`config.mk`:
```
export PLATFORM = sky130hd
export DESIGN_NAME = owsr_lane
export DESIGN_NICKNAME = d
export VERILOG_FILES = /design/src/design/owsr_pkg.sv /design/src/design/owsr_lane.sv
export SDC_FILE = /design/constraint.sdc
export NUM_CORES = 2
export LEC_CHECK = 0
export ABC_AREA = 1
export BUFFER_PORTS_ARGS = -buffer_cell sky130_fd_sc_hd__buf_2
export CAP_MARGIN = 20
export CELL_PAD_IN_SITES_DETAIL_PLACEMENT = 1
export CELL_PAD_IN_SITES_GLOBAL_PLACEMENT = 1
export CORE_MARGIN = 1
export CORE_UTILIZATION = 43
export CTS_CLUSTER_SIZE = 24
export DETAILED_ROUTE_END_ITERATION = 12
export GPL_TIMING_DRIVEN = 0
export HOLD_SLACK_MARGIN = 0.1
export MAX_ROUTING_LAYER = met4
export PLACE_DENSITY = 0.84
export SLEW_MARGIN = 20
export SYNTH_ARGS = -nofsm -noshare
export SYNTH_HDL_FRONTEND = slang
export SYNTH_SLANG_ARGS = --single-unit
```
`constraint.sdc`:
```
create_clock -name i_clk -period 9.2 [get_ports i_clk]
set_clock_uncertainty 0.15 [all_clocks]
set_input_delay 0.46 -clock i_clk [delete_from_list [all_inputs] [get_ports i_clk]]
set_output_delay 0.46 -clock i_clk [all_outputs]
set_load 0.02 [all_outputs]
```
`src/design/owsr_pkg.sv`:
```
// shared types, constants and helpers for the omni wheel speed ramp
`default_nettype none

package owsr_pkg;

    localparam int unsigned NUM_LANES = 4;
    localparam int unsigned WORD_W    = 32;
    localparam int unsigned CFG_W     = 31;
    localparam int unsigned SPAN_W    = 47;
    localparam int unsigned LIM_W     = 47;
    localparam int unsigned SUM_W     = 49;
    localparam int unsigned SPLIT_W   = 24;
    localparam int unsigned MUL_W     = 57;
    localparam int unsigned ACC_W     = 80;
    localparam int unsigned FRAC_W    = 16;
    localparam int unsigned WIDE_W    = 64;
    localparam int unsigned ADDR_W    = 3;

    // register indexes on the config port
    localparam logic [ADDR_W-1:0] CFG_UPDATE_PERIOD = 3'd0;
    localparam logic [ADDR_W-1:0] CFG_MAX_ACCEL     = 3'd1;
    localparam logic [ADDR_W-1:0] CFG_HALF_SPAN     = 3'd2;
    localparam logic [ADDR_W-1:0] CFG_SPEED_SCALE   = 3'd3;
    localparam logic [ADDR_W-1:0] CFG_SETTLE_TOL    = 3'd4;

    localparam logic [WORD_W-1:0] RST_UPDATE_PERIOD = 32'd3277;
    localparam logic [CFG_W-1:0]  RST_MAX_ACCEL     = 31'd0;
    localparam logic [CFG_W-1:0]  RST_HALF_SPAN     = 31'd22282;
    localparam logic [CFG_W-1:0]  RST_SPEED_SCALE   = 31'd873813;
    localparam logic [CFG_W-1:0]  RST_SETTLE_TOL    = 31'd655;

    // wheel order: north, west, south, east
    localparam logic [NUM_LANES-1:0] LANE_SUB_VY   = 4'b1010;
    localparam logic [NUM_LANES-1:0] LANE_SUB_SPAN = 4'b0011;

    localparam logic signed [WIDE_W-1:0] SAT_HI = 64'sd2147483647;
    localparam logic signed [WIDE_W-1:0] SAT_LO = -64'sd2147483648;

    typedef logic signed [WORD_W-1:0] t_word;
    typedef logic signed [WIDE_W-1:0] t_wide;

    typedef struct packed {
        logic sum_en;
        logic mlo_en;
        logic mhi_en;
        logic err_en;
        logic chk_en;
        logic commit;
    } t_lane_ctl;

    typedef struct packed {
        logic  settled;
        t_word ramp_next;
        t_word pass;
    } t_lane_res;

    function automatic t_word sat32(input t_wide v);
        t_word r;
        if (v > SAT_HI) begin
            r = 32'sh7FFFFFFF;
        end else if (v < SAT_LO) begin
            r = 32'sh80000000;
        end else begin
            r = v[WORD_W-1:0];
        end
        return r;
    endfunction

endpackage

`default_nettype wire

```
`src/design/owsr_lane.sv`:
```
// one wheel lane: speed sum, split scale multiply, error, clamp and ramp command
`default_nettype none

module owsr_lane (
    input  wire logic                                 i_clk,
    input  wire logic                                 i_rst_n,
    input  wire owsr_pkg::t_lane_ctl                  i_ctl,
    input  wire logic                                 i_sub_vy,
    input  wire logic                                 i_sub_span,
    input  wire owsr_pkg::t_word                      i_vx,
    input  wire owsr_pkg::t_word                      i_vy,
    input  wire logic signed [owsr_pkg::SPAN_W-1:0]   i_span,
    input  wire logic [owsr_pkg::CFG_W-1:0]           i_scale,
    input  wire owsr_pkg::t_word                      i_meas,
    input  wire logic [owsr_pkg::CFG_W-1:0]           i_tol,
    input  wire logic [owsr_pkg::LIM_W-1:0]           i_limit,
    output owsr_pkg::t_lane_res                       o_res
);

    logic signed [owsr_pkg::SUM_W-1:0]  r_sum;
    logic signed [owsr_pkg::ACC_W-1:0]  r_acc;
    owsr_pkg::t_wide                    r_err;
    owsr_pkg::t_word                    r_pass;
    owsr_pkg::t_word                    r_ramp;
    owsr_pkg::t_word                    r_ramp_next;
    logic                               r_settled;

    logic signed [owsr_pkg::SUM_W-1:0]  w_vx_ext;
    logic signed [owsr_pkg::SUM_W-1:0]  w_vy_ext;
    logic signed [owsr_pkg::SUM_W-1:0]  w_span_ext;
    logic signed [owsr_pkg::SUM_W-1:0]  n_sum;
    logic signed [owsr_pkg::SUM_W-owsr_pkg::SPLIT_W-1:0] w_mul_a;
    logic signed [owsr_pkg::WORD_W-1:0] w_scale;
    logic signed [owsr_pkg::MUL_W-1:0]  w_prod;
    logic signed [owsr_pkg::ACC_W-1:0]  w_prod_ext;
    owsr_pkg::t_wide                    w_desired;
    owsr_pkg::t_wide                    w_tol;
    owsr_pkg::t_wide                    w_lim;
    owsr_pkg::t_wide                    w_step;
    logic                               w_settled;

    // wheel sum: vx +/- vy +/- span
    always_comb begin
        w_vx_ext   = owsr_pkg::SUM_W'(i_vx);
        w_vy_ext   = owsr_pkg::SUM_W'(i_vy);
        w_span_ext = owsr_pkg::SUM_W'(i_span);
        n_sum = w_vx_ext + (i_sub_vy ? -w_vy_ext : w_vy_ext)
                         + (i_sub_span ? -w_span_ext : w_span_ext);
    end

    // one 25x32 multiplier, low half of the sum first, then the signed high half
    always_comb begin
        w_mul_a = i_ctl.mhi_en ? $signed(r_sum[owsr_pkg::SUM_W-1:owsr_pkg::SPLIT_W])
                               : $signed({1'b0, r_sum[owsr_pkg::SPLIT_W-1:0]});
        w_scale    = $signed({1'b0, i_scale});
        w_prod     = w_mul_a * w_scale;
        w_prod_ext = owsr_pkg::ACC_W'(w_prod);
        w_desired  = $signed(r_acc[owsr_pkg::ACC_W-1:owsr_pkg::FRAC_W]);
    end

    // settle test and slew clamp
    always_comb begin
        w_tol     = $signed({{(owsr_pkg::WIDE_W-owsr_pkg::CFG_W){1'b0}}, i_tol});
        w_lim     = $signed({{(owsr_pkg::WIDE_W-owsr_pkg::LIM_W){1'b0}}, i_limit});
        w_settled = (r_err < w_tol) && (r_err > -w_tol);
        if (r_err >= 0) begin
            w_step = (r_err < w_lim) ? r_err : w_lim;
        end else begin
            w_step = (r_err > -w_lim) ? r_err : -w_lim;
        end
    end

    always_ff @(posedge i_clk) begin
        if (i_ctl.sum_en) begin
            r_sum <= n_sum;
        end
        if (i_ctl.mlo_en) begin
            r_acc <= w_prod_ext;
        end else if (i_ctl.mhi_en) begin
            r_acc <= r_acc + (w_prod_ext <<< owsr_pkg::SPLIT_W);
        end
        if (i_ctl.err_en) begin
            r_err  <= w_desired - owsr_pkg::WIDE_W'(i_meas);
            r_pass <= owsr_pkg::sat32(w_desired);
        end
        if (i_ctl.chk_en) begin
            r_settled   <= w_settled;
            r_ramp_next <= owsr_pkg::sat32(owsr_pkg::WIDE_W'(r_ramp) + w_step);
        end
    end

    // stored ramp command
    always_ff @(posedge i_clk) begin
        if (!i_rst_n) begin
            r_ramp <= '0;
        end else if (i_ctl.commit) begin
            r_ramp <= r_ramp_next;
        end
    end

    assign o_res = '{settled: r_settled, ramp_next: r_ramp_next, pass: r_pass};

endmodule

`default_nettype wire

```
==> impl_metrics.toml <==
[yosys]
synth_cell_type_count = 67
synth_nets = 10500
synth_edf_count = 242
synth_ff_type = "edfxtp_1"
syn_inst = 8867
syn_avg_cell_area_sq_um = 7.09
ys_ff_latch = 274
yosys_warnings = 0
synth_area_sq_mm = 0.0628
synth-seq-area-share_pct = 12.6
async_flop_share_pct = 0

[grt]
antenna_found_initial = 10
grt-ovfl-total = 0
grt_pass1_wl_mm = 404
grt_pass1_vias = 67100
grtUsageTotal_pct = 37.5
grt_max_degree = 53

[final_layout]
area_growth_syn_to_layout_pct = 14.3
final_cell_mix = "nand2_1 (1886), inv_1 (1780), nor2_1 (946), fa_1 (692), ha_1 (611)"
nFillCells = 18600
mostFrequentLayoutCell = "nand2_1"
drive_gt1_share_pct = 11.3
multi_input_area_sq_mm = 0.0493
regArea_sq_mm = 0.00791
fin_nets = 11000

[floorplan]
fp.coreArea_sq_mm = 0.144
die_y_um = 384
fp-row-count = 139
ios = 327
die_area_sq_mm = 0.148
die_x_um = 384
initial_core_util_pct = 43.5

[worst_setup_path]
startpoint_type = "flip-flop"
cp_slowest_stage_delay_ns = 0.73
ff2ff_path_depth = 38
end_kind = "flip-flop"
path_class = "flip-flop to flip-flop"
crit_arrival_ns = 9.46
slowest_stage = "fa_1"
cp_max_fo = 8
cp.required_ns = 9.39

[clocking]
cts_tree = "built"
clockBufferDepth = 3
cts_root_buf = "clkbuf_16"
cts_sinks = 274
htreeDepth = 2
worstSkewPairLatency_ns = 0.62
clk_pin_slew_ns = 0.06
cts_buffers = 36

[route]
avgViaCountPerCell = 5.59
dr.first_iter.drc_count = 4171
drtAntennaViolNets = 0
drc = 0
routed_wirelength_mm = 276
first_pass_iters = 6
num_vias = 62900
wl_per_cell_um = 24.5

[min_path]
worstHoldPathCells = 1
hold_path_class = "primary input to flip-flop"

[placed_design]
gp_congestion = 1.04
io_buffers = 304
hpwl_mm = 236
preCtsSetupSlack_ns = -3.18

[timing]
slew-limit-headroom_pct = 28.3
finalSetupViolations = 4
fin_crit_sh_pct = 101
layout_setup_ws_ns = -0.0734
hold_violations = 0
worst_pin_slew_ns = 1.07
hold_slack_ns = 0.137
tns_ns = -0.210
fmax_ghz = 0.108
rsz0062_at_grt = "yes"
drv_slew = 0
min_period_ns = 9.27

[job]
cap_violations = 0

[outcome]
violations = "setup timing"
outcome = "finished, violations left"
## cell families after synthesis
| kind of cell | Yosys count | share of synthesized area [%] |
|---|---|---|
| compound gates | 1219 | 10.8 |
| mux | 3 | 0.0478 |
| flops | 274 | 12.6 |
| fa+ha+maj | 1379 | 36.0 |
| xor+xnor | 346 | 4.82 |
| simple gates | 3571 | 23.3 |
| buf+inv | 2075 | 12.5 |
## sequential cells by signal (all words and copies together) (netlist names)
register	cells
r_acc	64
r_err	64
r_pass	32
r_ramp	32
r_ramp_next	32
r_settled	1
r_sum	49
## critical path: cells and delay by family, from the launching register on
kind,cells,cell delay [ns]
adders and majority gates,9,4.29
and+or+nand+nor,11,1.63
buffers and inverters,11,1.21
AOI/OAI and AO/OA,6,1.01
DFF,1,0.40
xor gates and xnor gates,1,0.26
## layer usage
| layer | global-route usage (%) | up-vias | wire length [um] |
|---|---|---|---|
| met4 | 24.0 | 0 | 21200 |
| li1 | - | 28700 | - |
| met1 | 42.7 | 31000 | 106000 |
| met5 | - | - | 0 |
| met2 | 62.6 | 2380 | 132000 |
| met3 | 4.50 | 773 | 17100 |
## synth_stat cells, drive strengths merged (9+ instances only)
master / number / share of area, %
nand3b: 12 / 0.14
edfxtp: 242 / 12
inv: 1839 / 11
o21bai: 24 / 0.29
nor4: 72 / 0.74
clkinv: 13 / 0.078
o31ai: 9 / 0.11
nand3: 233 / 1.9
a21boi: 17 / 0.20
xor2: 233 / 3.2
nand2: 1964 / 12
or2: 58 / 0.58
ha: 663 / 13
clkbuf: 171 / 1.0
a21o: 22 / 0.26
a21oi: 523 / 4.2
o221ai: 11 / 0.15
buf: 52 / 0.39
o21ai: 414 / 3.3
a211oi: 15 / 0.18
a31oi: 79 / 0.79
xnor2: 113 / 1.6
o21a: 36 / 0.43
nor2: 1000 / 6.0
nor3: 128 / 1.1
dfxtp: 32 / 1.0
fa: 716 / 23
o2111ai: 10 / 0.14
nand4: 88 / 0.89
o211ai: 35 / 0.42
## metrics by stage
step           util (%)  instance area [sq um]  instances
6_report           49.7                  71800      11300
5_1_grt            49.7                  71800      11300
4_1_cts            48.6                  70200      11200
3_5_place_dp       46.3                  66900      11100
3_3_place_gp       46.2                  66700      11100
2_1_floorplan         -                  62800       8867
## worst paths after layout
check | startpoint | to | slack, ns
worst max-delay path | r_sum[9] | r_acc[72] | -0.07
worst min-delay path | i_ctl[2] | r_pass[25] | 0.14
worst max register to register | r_sum[9] | r_acc[72] | -0.07
worst min register to register | r_ramp_next[26] | r_ramp[26] | 0.35
## what timing repair did
item,4_1_cts,5_1_grt
pin swaps,65,120
hold buffers,2,0
setup endpoints to repair,74,60
endpoints found under the hold margin,2,0
resized for setup,424,350
buffers inserted,51,53
cloned,0,1
## layout make-up
cell class              count  share of cell area [%]
well taps                1903                    3.32
inverters                1852                    9.76
diodes                     10                  0.0348
clock inverters            24                   0.348
flip-flops and latches    274                    11.0
repair buffers            417                    3.52
plain buffers             222                    1.99
multi-input cells        6518                    68.7
clock buffers              40                    1.30
Power is not shown: default switching activity piles up to over one toggle a cycle in this logic, so the estimate is an artifact.
