### src/design/owsr_pkg.sv
// shared types, constants and helpers for the omni wheel speed ramp
`default_nettype none

package owsr_pkg;

    localparam int unsigned NUM_LANES = 4;
    localparam int unsigned WORD_W    = 32;
    localparam int unsigned CFG_W     = 31;
    localparam int unsigned SPAN_W    = 47;
    localparam int unsigned LIM_W     = 47;
    localparam int unsigned SUM_W     = 49;
    localparam int unsigned SPLIT_W   = 24;
    localparam int unsigned MUL_W     = 57;
    localparam int unsigned ACC_W     = 80;
    localparam int unsigned FRAC_W    = 16;
    localparam int unsigned WIDE_W    = 64;
    localparam int unsigned ADDR_W    = 3;

    // register indexes on the config port
    localparam logic [ADDR_W-1:0] CFG_UPDATE_PERIOD = 3'd0;
    localparam logic [ADDR_W-1:0] CFG_MAX_ACCEL     = 3'd1;
    localparam logic [ADDR_W-1:0] CFG_HALF_SPAN     = 3'd2;
    localparam logic [ADDR_W-1:0] CFG_SPEED_SCALE   = 3'd3;
    localparam logic [ADDR_W-1:0] CFG_SETTLE_TOL    = 3'd4;

    localparam logic [WORD_W-1:0] RST_UPDATE_PERIOD = 32'd3277;
    localparam logic [CFG_W-1:0]  RST_MAX_ACCEL     = 31'd0;
    localparam logic [CFG_W-1:0]  RST_HALF_SPAN     = 31'd22282;
    localparam logic [CFG_W-1:0]  RST_SPEED_SCALE   = 31'd873813;
    localparam logic [CFG_W-1:0]  RST_SETTLE_TOL    = 31'd655;

    // wheel order: north, west, south, east
    localparam logic [NUM_LANES-1:0] LANE_SUB_VY   = 4'b1010;
    localparam logic [NUM_LANES-1:0] LANE_SUB_SPAN = 4'b0011;

    localparam logic signed [WIDE_W-1:0] SAT_HI = 64'sd2147483647;
    localparam logic signed [WIDE_W-1:0] SAT_LO = -64'sd2147483648;

    typedef logic signed [WORD_W-1:0] t_word;
    typedef logic signed [WIDE_W-1:0] t_wide;

    typedef struct packed {
        logic sum_en;
        logic mlo_en;
        logic mhi_en;
        logic err_en;
        logic chk_en;
        logic commit;
    } t_lane_ctl;

    typedef struct packed {
        logic  settled;
        t_word ramp_next;
        t_word pass;
    } t_lane_res;

    function automatic t_word sat32(input t_wide v);
        t_word r;
        if (v > SAT_HI) begin
            r = 32'sh7FFFFFFF;
        end else if (v < SAT_LO) begin
            r = 32'sh80000000;
        end else begin
            r = v[WORD_W-1:0];
        end
        return r;
    endfunction

endpackage

`default_nettype wire

### src/design/owsr_merge.sv
// merge of the lane results: mode choice and output register
`default_nettype none

module owsr_merge (
    input  wire logic                         i_clk,
    input  wire logic                         i_rst_n,
    input  wire owsr_pkg::t_lane_res          i_res [owsr_pkg::NUM_LANES],
    input  wire logic                         i_accel_zero,
    input  wire logic                         i_load,
    output logic                              o_free,
    output logic                              o_commit,
    output logic                              o_tvalid,
    input  wire logic                         i_tready,
    output logic [owsr_pkg::NUM_LANES*owsr_pkg::WORD_W-1:0] o_tdata,
    output logic                              o_tuser
);

    logic                                                r_valid;
    logic [owsr_pkg::NUM_LANES*owsr_pkg::WORD_W-1:0]     r_data;
    logic                                                r_user;
    logic [owsr_pkg::NUM_LANES*owsr_pkg::WORD_W-1:0]     n_data;
    logic                                                w_all_settled;
    logic                                                w_ramping;

    always_comb begin
        w_all_settled = 1'b1;
        for (int i = 0; i < owsr_pkg::NUM_LANES; i++) begin
            w_all_settled = w_all_settled & i_res[i].settled;
        end
        w_ramping = !i_accel_zero && !w_all_settled;
        for (int i = 0; i < owsr_pkg::NUM_LANES; i++) begin
            n_data[i*owsr_pkg::WORD_W +: owsr_pkg::WORD_W] =
                w_ramping ? i_res[i].ramp_next : i_res[i].pass;
        end
    end

    assign o_free   = !r_valid || i_tready;
    assign o_commit = i_load && w_ramping;

    always_ff @(posedge i_clk) begin
        if (!i_rst_n) begin
            r_valid <= 1'b0;
        end else if (i_load) begin
            r_valid <= 1'b1;
        end else if (i_tready) begin
            r_valid <= 1'b0;
        end
    end

    always_ff @(posedge i_clk) begin
        if (i_load) begin
            r_data <= n_data;
            r_user <= w_ramping;
        end
    end

    assign o_tvalid = r_valid;
    assign o_tdata  = r_data;
    assign o_tuser  = r_user;

endmodule

`default_nettype wire
### config.mk
export PLATFORM = sky130hd
export DESIGN_NAME = owsr_merge
export DESIGN_NICKNAME = d
export VERILOG_FILES = /design/src/design/owsr_pkg.sv /design/src/design/owsr_merge.sv
export SDC_FILE = /design/constraint.sdc
export NUM_CORES = 1
export LEC_CHECK = 0
export BUFFER_PORTS_ARGS = -buffer_cell sky130_fd_sc_hd__buf_2
export CORE_AREA = 2 2 155 157
export CTS_BUF_LIST = sky130_fd_sc_hd__clkbuf_8
export DETAILED_ROUTE_END_ITERATION = 12
export DIE_AREA = 0 0 157 159
export PLACE_DENSITY = 0.52
export SYNTH_ARGS = -nofsm -noshare
export SYNTH_HDL_FRONTEND = slang
export SYNTH_SLANG_ARGS = --single-unit
export TNS_END_PERCENT = 100
### constraint.sdc
create_clock -name i_clk -period 3.1 [get_ports i_clk]
set_input_delay 0.465 -clock i_clk [delete_from_list [all_inputs] [get_ports i_clk]]
set_output_delay 0.465 -clock i_clk [all_outputs]
set_load 0.03 [all_outputs]
==> impl_metrics.env, run 1 <==
export IMPL_status="finished clean"
export IMPL_cts_root_buf="clkbuf_8"
export IMPL_fin_crit_sh_pct=64.75
export IMPL_clkTransAtPathRegs_ps=70
export IMPL_fillers=2260
export IMPL_core_um2=23190
export IMPL_synth_area_leaders="edfxtp_1, mux2_4, mux2_2"
export IMPL_clock_sinks=130
export IMPL_antenna_found_initial=2
export IMPL_syn_avg_cell_area_um2=21.64
export IMPL_worstSetupEndpointType="output port"
export IMPL_cts_path_max_buffers=2
export IMPL_fin_crit_ps=2007
export IMPL_synth_compound_area_share_pct=0.3967
export IMPL_ctsHtreeMaxLevel=4
export IMPL_layout_common_cells="buf_2, edfxtp_1, mux2_4"
export IMPL_finalPower_uw=4832
export IMPL_slew_headroom_pct=57.59
export IMPL_cts_resized=0
export IMPL_max_stage_delay_ps=570
export IMPL_setup_viol=0
export IMPL_crit_arrival_ps=1540
export IMPL_vias=4038
export IMPL_postCtsHoldBufs=0
export IMPL_layout_nets=954
export IMPL_synth_top_area_share_pct=64.63
export IMPL_gr_total_overflow=0
export IMPL_finClkSkew_ps=0
export IMPL_power_density_nw_per_um2=552.0
export IMPL_max_freq_ghz=0.4982
export IMPL_crit_type="input pin to output port"
export IMPL_dr_pass1_iters=4
export IMPL_worstMarginPinSlew_ps=634.0
export IMPL_yosys_register_bits=130
export IMPL_grt_pass1_wl_um=23070
export IMPL_critPathMostFrequentCell="buf_2"
export IMPL_num_rows=56
export IMPL_ir_drop_v=0.0002798
export IMPL_utilization_pct=37.74
export IMPL_synthXorXnorAreaFrac_pct=0
export IMPL_leakage_uw=0.004072
export IMPL_routed_wl_um=15920
export IMPL_dp_hpwl_um=12290
export IMPL_syn_nets=542
export IMPL_area_growth_syn_to_layout_pct=46.05
export IMPL_start_kind="input pin"
export IMPL_place_gp_congestion=0.7733
export IMPL_mostFrequentLayoutCell="buf_2"
export IMPL_viasPerCell=3.955
export IMPL_drv_slew=0
export IMPL_initial_utilization_pct=25.84
export IMPL_antennaDiodeCount=0
export IMPL_crit_slowest_cell="a41oi_4"
export IMPL_die_w_um=157
export IMPL_synth_area_mux_share_pct=30.31
export IMPL_ys_warn_count=0
export IMPL_yosysTopAreaCell="edfxtp_1"
export IMPL_drt_iter0_drc=110
export IMPL_grt_pass1_vias=4158
export IMPL_io_buffers=396
export IMPL_grt_max_degree=70
export IMPL_dpl_cell_area_um2=8303
export IMPL_synth_seq_area_share_pct=64.97
export IMPL_drtAntennaViolNets=0
export IMPL_drc=0
export IMPL_cts_tree="done"
export IMPL_syn_cell_area_um2=5993
export IMPL_hold_class="input pin to flip-flop"
export IMPL_cts_buffers=17
export IMPL_post_cts_buffers=0
export IMPL_worst_hold_slack_ps=291.9
export IMPL_die_area_um2=24960
export IMPL_final_area_um2=8753
export IMPL_synth_cell_types=11
export IMPL_die_y_um=159
export IMPL_grt_usage_pct=12.38
export IMPL_wl_per_cell_um=15.59
export IMPL_yosys_area_share_simple_pct=0.2088
export IMPL_tns_ps=0
export IMPL_synthAdderAreaFrac_pct=0
export IMPL_cp_required_ps=2630
export IMPL_ios=397
export IMPL_worstPathCellList="buf_2, a41oi_4, and2_1, buf_2"
export IMPL_cap_violations=0
export IMPL_hold_violations=0
export IMPL_clock_latency_ps=410
export IMPL_synth_top_family_by_area="multiplexers"
export IMPL_rsz0062_at_grt="false"
export IMPL_cp_max_fo=9
export IMPL_layout_drive_gt1_share_pct=80.48
export IMPL_synth_cells=277
[flip-flops by register name, indices dropped and copies added (netlist names)]
signal and flops:
o_tuser 1, o_tvalid 1, o_tdata 128
[per-stage QoR]
stage / setup slack [ps] / instances
6_report: 1093 / 1021
5_1_grt: 1006 / 1021
3_3_place_gp: 938.8 / 989
4_1_cts: 1025 / 1021
3_5_place_dp: 927.3 / 989
2_1_floorplan: 1358 / 277
[worst paths after layout]
check              from  endpoint  slack, ps  cells after the start
max          i_res[129]  o_commit       1090                      4
min             i_rst_n  o_tvalid        290                      2
max reg2reg    o_tvalid  o_tvalid       2500                      2
min reg2reg    o_tvalid  o_tvalid        500                      2
[final cells by class]
type	count	area, um^2	share of cell area, %
sequential	130	3894	44.48
timing repair buffer	407	2142	24.47
multi-input combinational	132	1864	21.30
tap	319	399.1	4.560
clock buffer	17	234.0	2.673
clock inverter	15	216.5	2.473
inverter	1	3.754	0.04288
[critical path, delay by kind of cell]
| family | cells | cell delay, ps |
|---|---|---|
| buffers and inverters | 2 | 300 |
| AOI/OAI and AO/OA | 1 | 570 |
| and+or+nand+nor | 1 | 210 |
[synth_stat cells]
| cell type | instances |
|---|---|
| buf_12 | 11 |
| nand2b_1 | 1 |
| dfxtp_1 | 1 |
| edfxtp_1 | 129 |
| a41oi_2 | 1 |
| a21boi_0 | 1 |
| buf_4 | 3 |
| and2_1 | 1 |
| inv_1 | 1 |
| mux2_2 | 28 |
| mux2_4 | 100 |
[where the power goes]
part	total, uW	switching, uW	leakage (uW)	internal, uW
clock	1650	696	0.000226	954
combinational	1020	578	0.00258	437
sequential	2170	39.3	0.00127	2130
total	4830	1310	0.00407	3520
[layer usage]
metal	global-route usage [%]	wire length (um)
met1	13.28	5959
met2	21.53	8044
met3	5.144	1556
met4	4.796	349
met5	0	11
[logic make-up (layout without fill, tap and decap cells)]
family | count (synthesis) | in the layout
AO/OA/AOI/OAI | 2 | 2
buffers and inverters | 15 | 440
flip-flops | 130 | 130
multiplexers | 128 | 128
AND/OR/NAND/NOR | 2 | 2
Power figures use the tool's default switching activity.
==> run 2, diff against run 1 <==
- PLACE_DENSITY: 0.52 -> 0.54
- clock period: 3.1 -> 1.8 ns (I/O delays scaled with it)
==> impl_metrics.env, run 2 (synthesized netlist as in run 1, its figures left out) <==
export IMPL_io_buffers=396
export IMPL_post_cts_buffers=0
export IMPL_cts_path_max_buffers=2
export IMPL_status="finished clean"
export IMPL_die_w_um=157
export IMPL_dr_pass1_iters=4
export IMPL_grt_max_degree=56
export IMPL_num_rows=56
export IMPL_antennaDiodeCount=0
export IMPL_ir_drop_v=0.0004534
export IMPL_cp_required_ps=1530
export IMPL_slew_headroom_pct=77.70
export IMPL_core_um2=23190
export IMPL_start_kind="input pin"
export IMPL_power_density_nw_per_um2=946.7
export IMPL_crit_arrival_ps=1250
export IMPL_leakage_uw=0.004140
export IMPL_cts_tree="done"
export IMPL_grt_pass1_wl_um=23790
export IMPL_ff2ff_setup_slack_ps=1180
export IMPL_mostFrequentLayoutCell="buf_2"
export IMPL_placedCellCount=1001
export IMPL_layout_drive_gt1_share_pct=80.81
export IMPL_dp_hpwl_um=12930
export IMPL_drtAntennaViolNets=0
export IMPL_routed_wl_um=16500
export IMPL_cp_max_fo=20
export IMPL_cap_violations=0
export IMPL_gr_total_overflow=0
export IMPL_setup_viol=0
export IMPL_hold_violations=0
export IMPL_wl_per_cell_um=15.98
export IMPL_ctsHtreeMaxLevel=4
export IMPL_drc=0
export IMPL_antenna_found_initial=0
export IMPL_fin_crit_ps=1517
export IMPL_initial_utilization_pct=25.84
export IMPL_layout_common_cells="buf_2, edfxtp_1, mux2_4"
export IMPL_layout_nets=966
export IMPL_finClkSkew_ps=0
export IMPL_drt_iter0_drc=183
export IMPL_crit_end="o_commit"
export IMPL_max_freq_ghz=0.6591
export IMPL_die_area_um2=24960
export IMPL_cts_buffers=17
export IMPL_grt_pass1_vias=4299
export IMPL_r2r_end="o_tvalid"
export IMPL_viasPerCell=3.966
export IMPL_vias=4097
export IMPL_cts_root_buf="clkbuf_8"
export IMPL_cts_resized=0
export IMPL_clkTransAtPathRegs_ps=80
export IMPL_r2r_start="o_tvalid"
export IMPL_fin_crit_sh_pct=84.29
export IMPL_place_gp_congestion=0.7958
export IMPL_rsz0062_at_grt="false"
export IMPL_drv_slew=0
export IMPL_grt_usage_pct=12.79
export IMPL_crit_type="input pin to output port"
export IMPL_die_y_um=159
export IMPL_fin_cells=1033
export IMPL_ios=397
export IMPL_area_growth_syn_to_layout_pct=47.98
export IMPL_worstSetupEndpointType="output port"
export IMPL_largest_reg_flops=128
export IMPL_worstMarginPinSlew_ps=334.6
export IMPL_clock_latency_ps=420
export IMPL_rr_worst_depth=2
export IMPL_postCtsHoldBufs=0
export IMPL_hold_class="input pin to flip-flop"
export IMPL_crit_start="i_res[129]"
export IMPL_tns_ps=0
export IMPL_clock_sinks=130
-- run 2: changes by cell type in the layout (fill, tap and decap cells not counted) --
| cell | before | now |
|---|---|---|
| buf_4 | 6 | 16 |
| buf_12 | 6 | 8 |
-- run 2: final cells by class --
type | instances | area (um^2)
multi-input combinational | 132 | 1864
inverter | 1 | 3.754
timing repair buffer | 419 | 2257
sequential | 130 | 3894
fill | 2227 | 14320
tap | 319 | 399.1
clock inverter | 15 | 216.5
clock buffer | 17 | 234.0
-- run 2: per-stage QoR --
| step | power [uW] | hold WS (ps) | instance area [um^2] | setup WS (ps) | util (%) |
|---|---|---|---|---|---|
| 2_1_floorplan | 4910 | 382.5 | 5993 | 336.5 | - |
| 3_3_place_gp | 5600 | 488.6 | 8418 | 83.93 | 36.30 |
| 3_5_place_dp | 5613 | 506.4 | 8418 | 88.94 | 36.30 |
| 4_1_cts | 8549 | 54.32 | 8869 | 272.5 | 38.24 |
| 5_1_grt | 8760 | 44.86 | 8869 | 231.3 | 38.24 |
| 6_report | 8396 | 91.99 | 8869 | 282.7 | 38.24 |
-- run 2: worst min-delay path by stage --
| stage | start | end | slack [ps] | cells past startpoint |
|---|---|---|---|---|
| 5_1_grt | i_rst_n | o_tvalid | 40 | 2 |
| 3_5_place_dp | o_tvalid | o_tvalid | 510 | 2 |
| 4_1_cts | i_rst_n | o_tvalid | 50 | 2 |
| 3_3_place_gp | o_tvalid | o_tvalid | 490 | 2 |
| 2_1_floorplan | i_load | o_tdata[0] | 380 | 0 |
| 6_report | i_rst_n | o_tvalid | 90 | 2 |
-- run 2: report_power, final --
part | internal [uW] | total (uW) | switching [uW] | leakage (uW)
registers | 3660 | 3730 | 68.4 | 0.00127
clock network | 1640 | 2870 | 1230 | 0.000226
logic | 780 | 1790 | 1010 | 0.00264
total | 6090 | 8400 | 2310 | 0.00414
-- run 2: per-layer routing --
layer / up-vias / routed length (um) / global-route usage, %
li1: 1941 / - / -
met1: 1912 / 6088 / 13.23
met2: 224 / 8617 / 23.11
met3: 20 / 1468 / 5.063
met4: 0 / 331 / 4.712
met5: - / 0 / 0
-- run 2: worst max-delay path, cell delays in order --
cell     delay, ps
buf_2          130
a41oi_4        300
buf_12         210
and2_1         140
buf_2          190
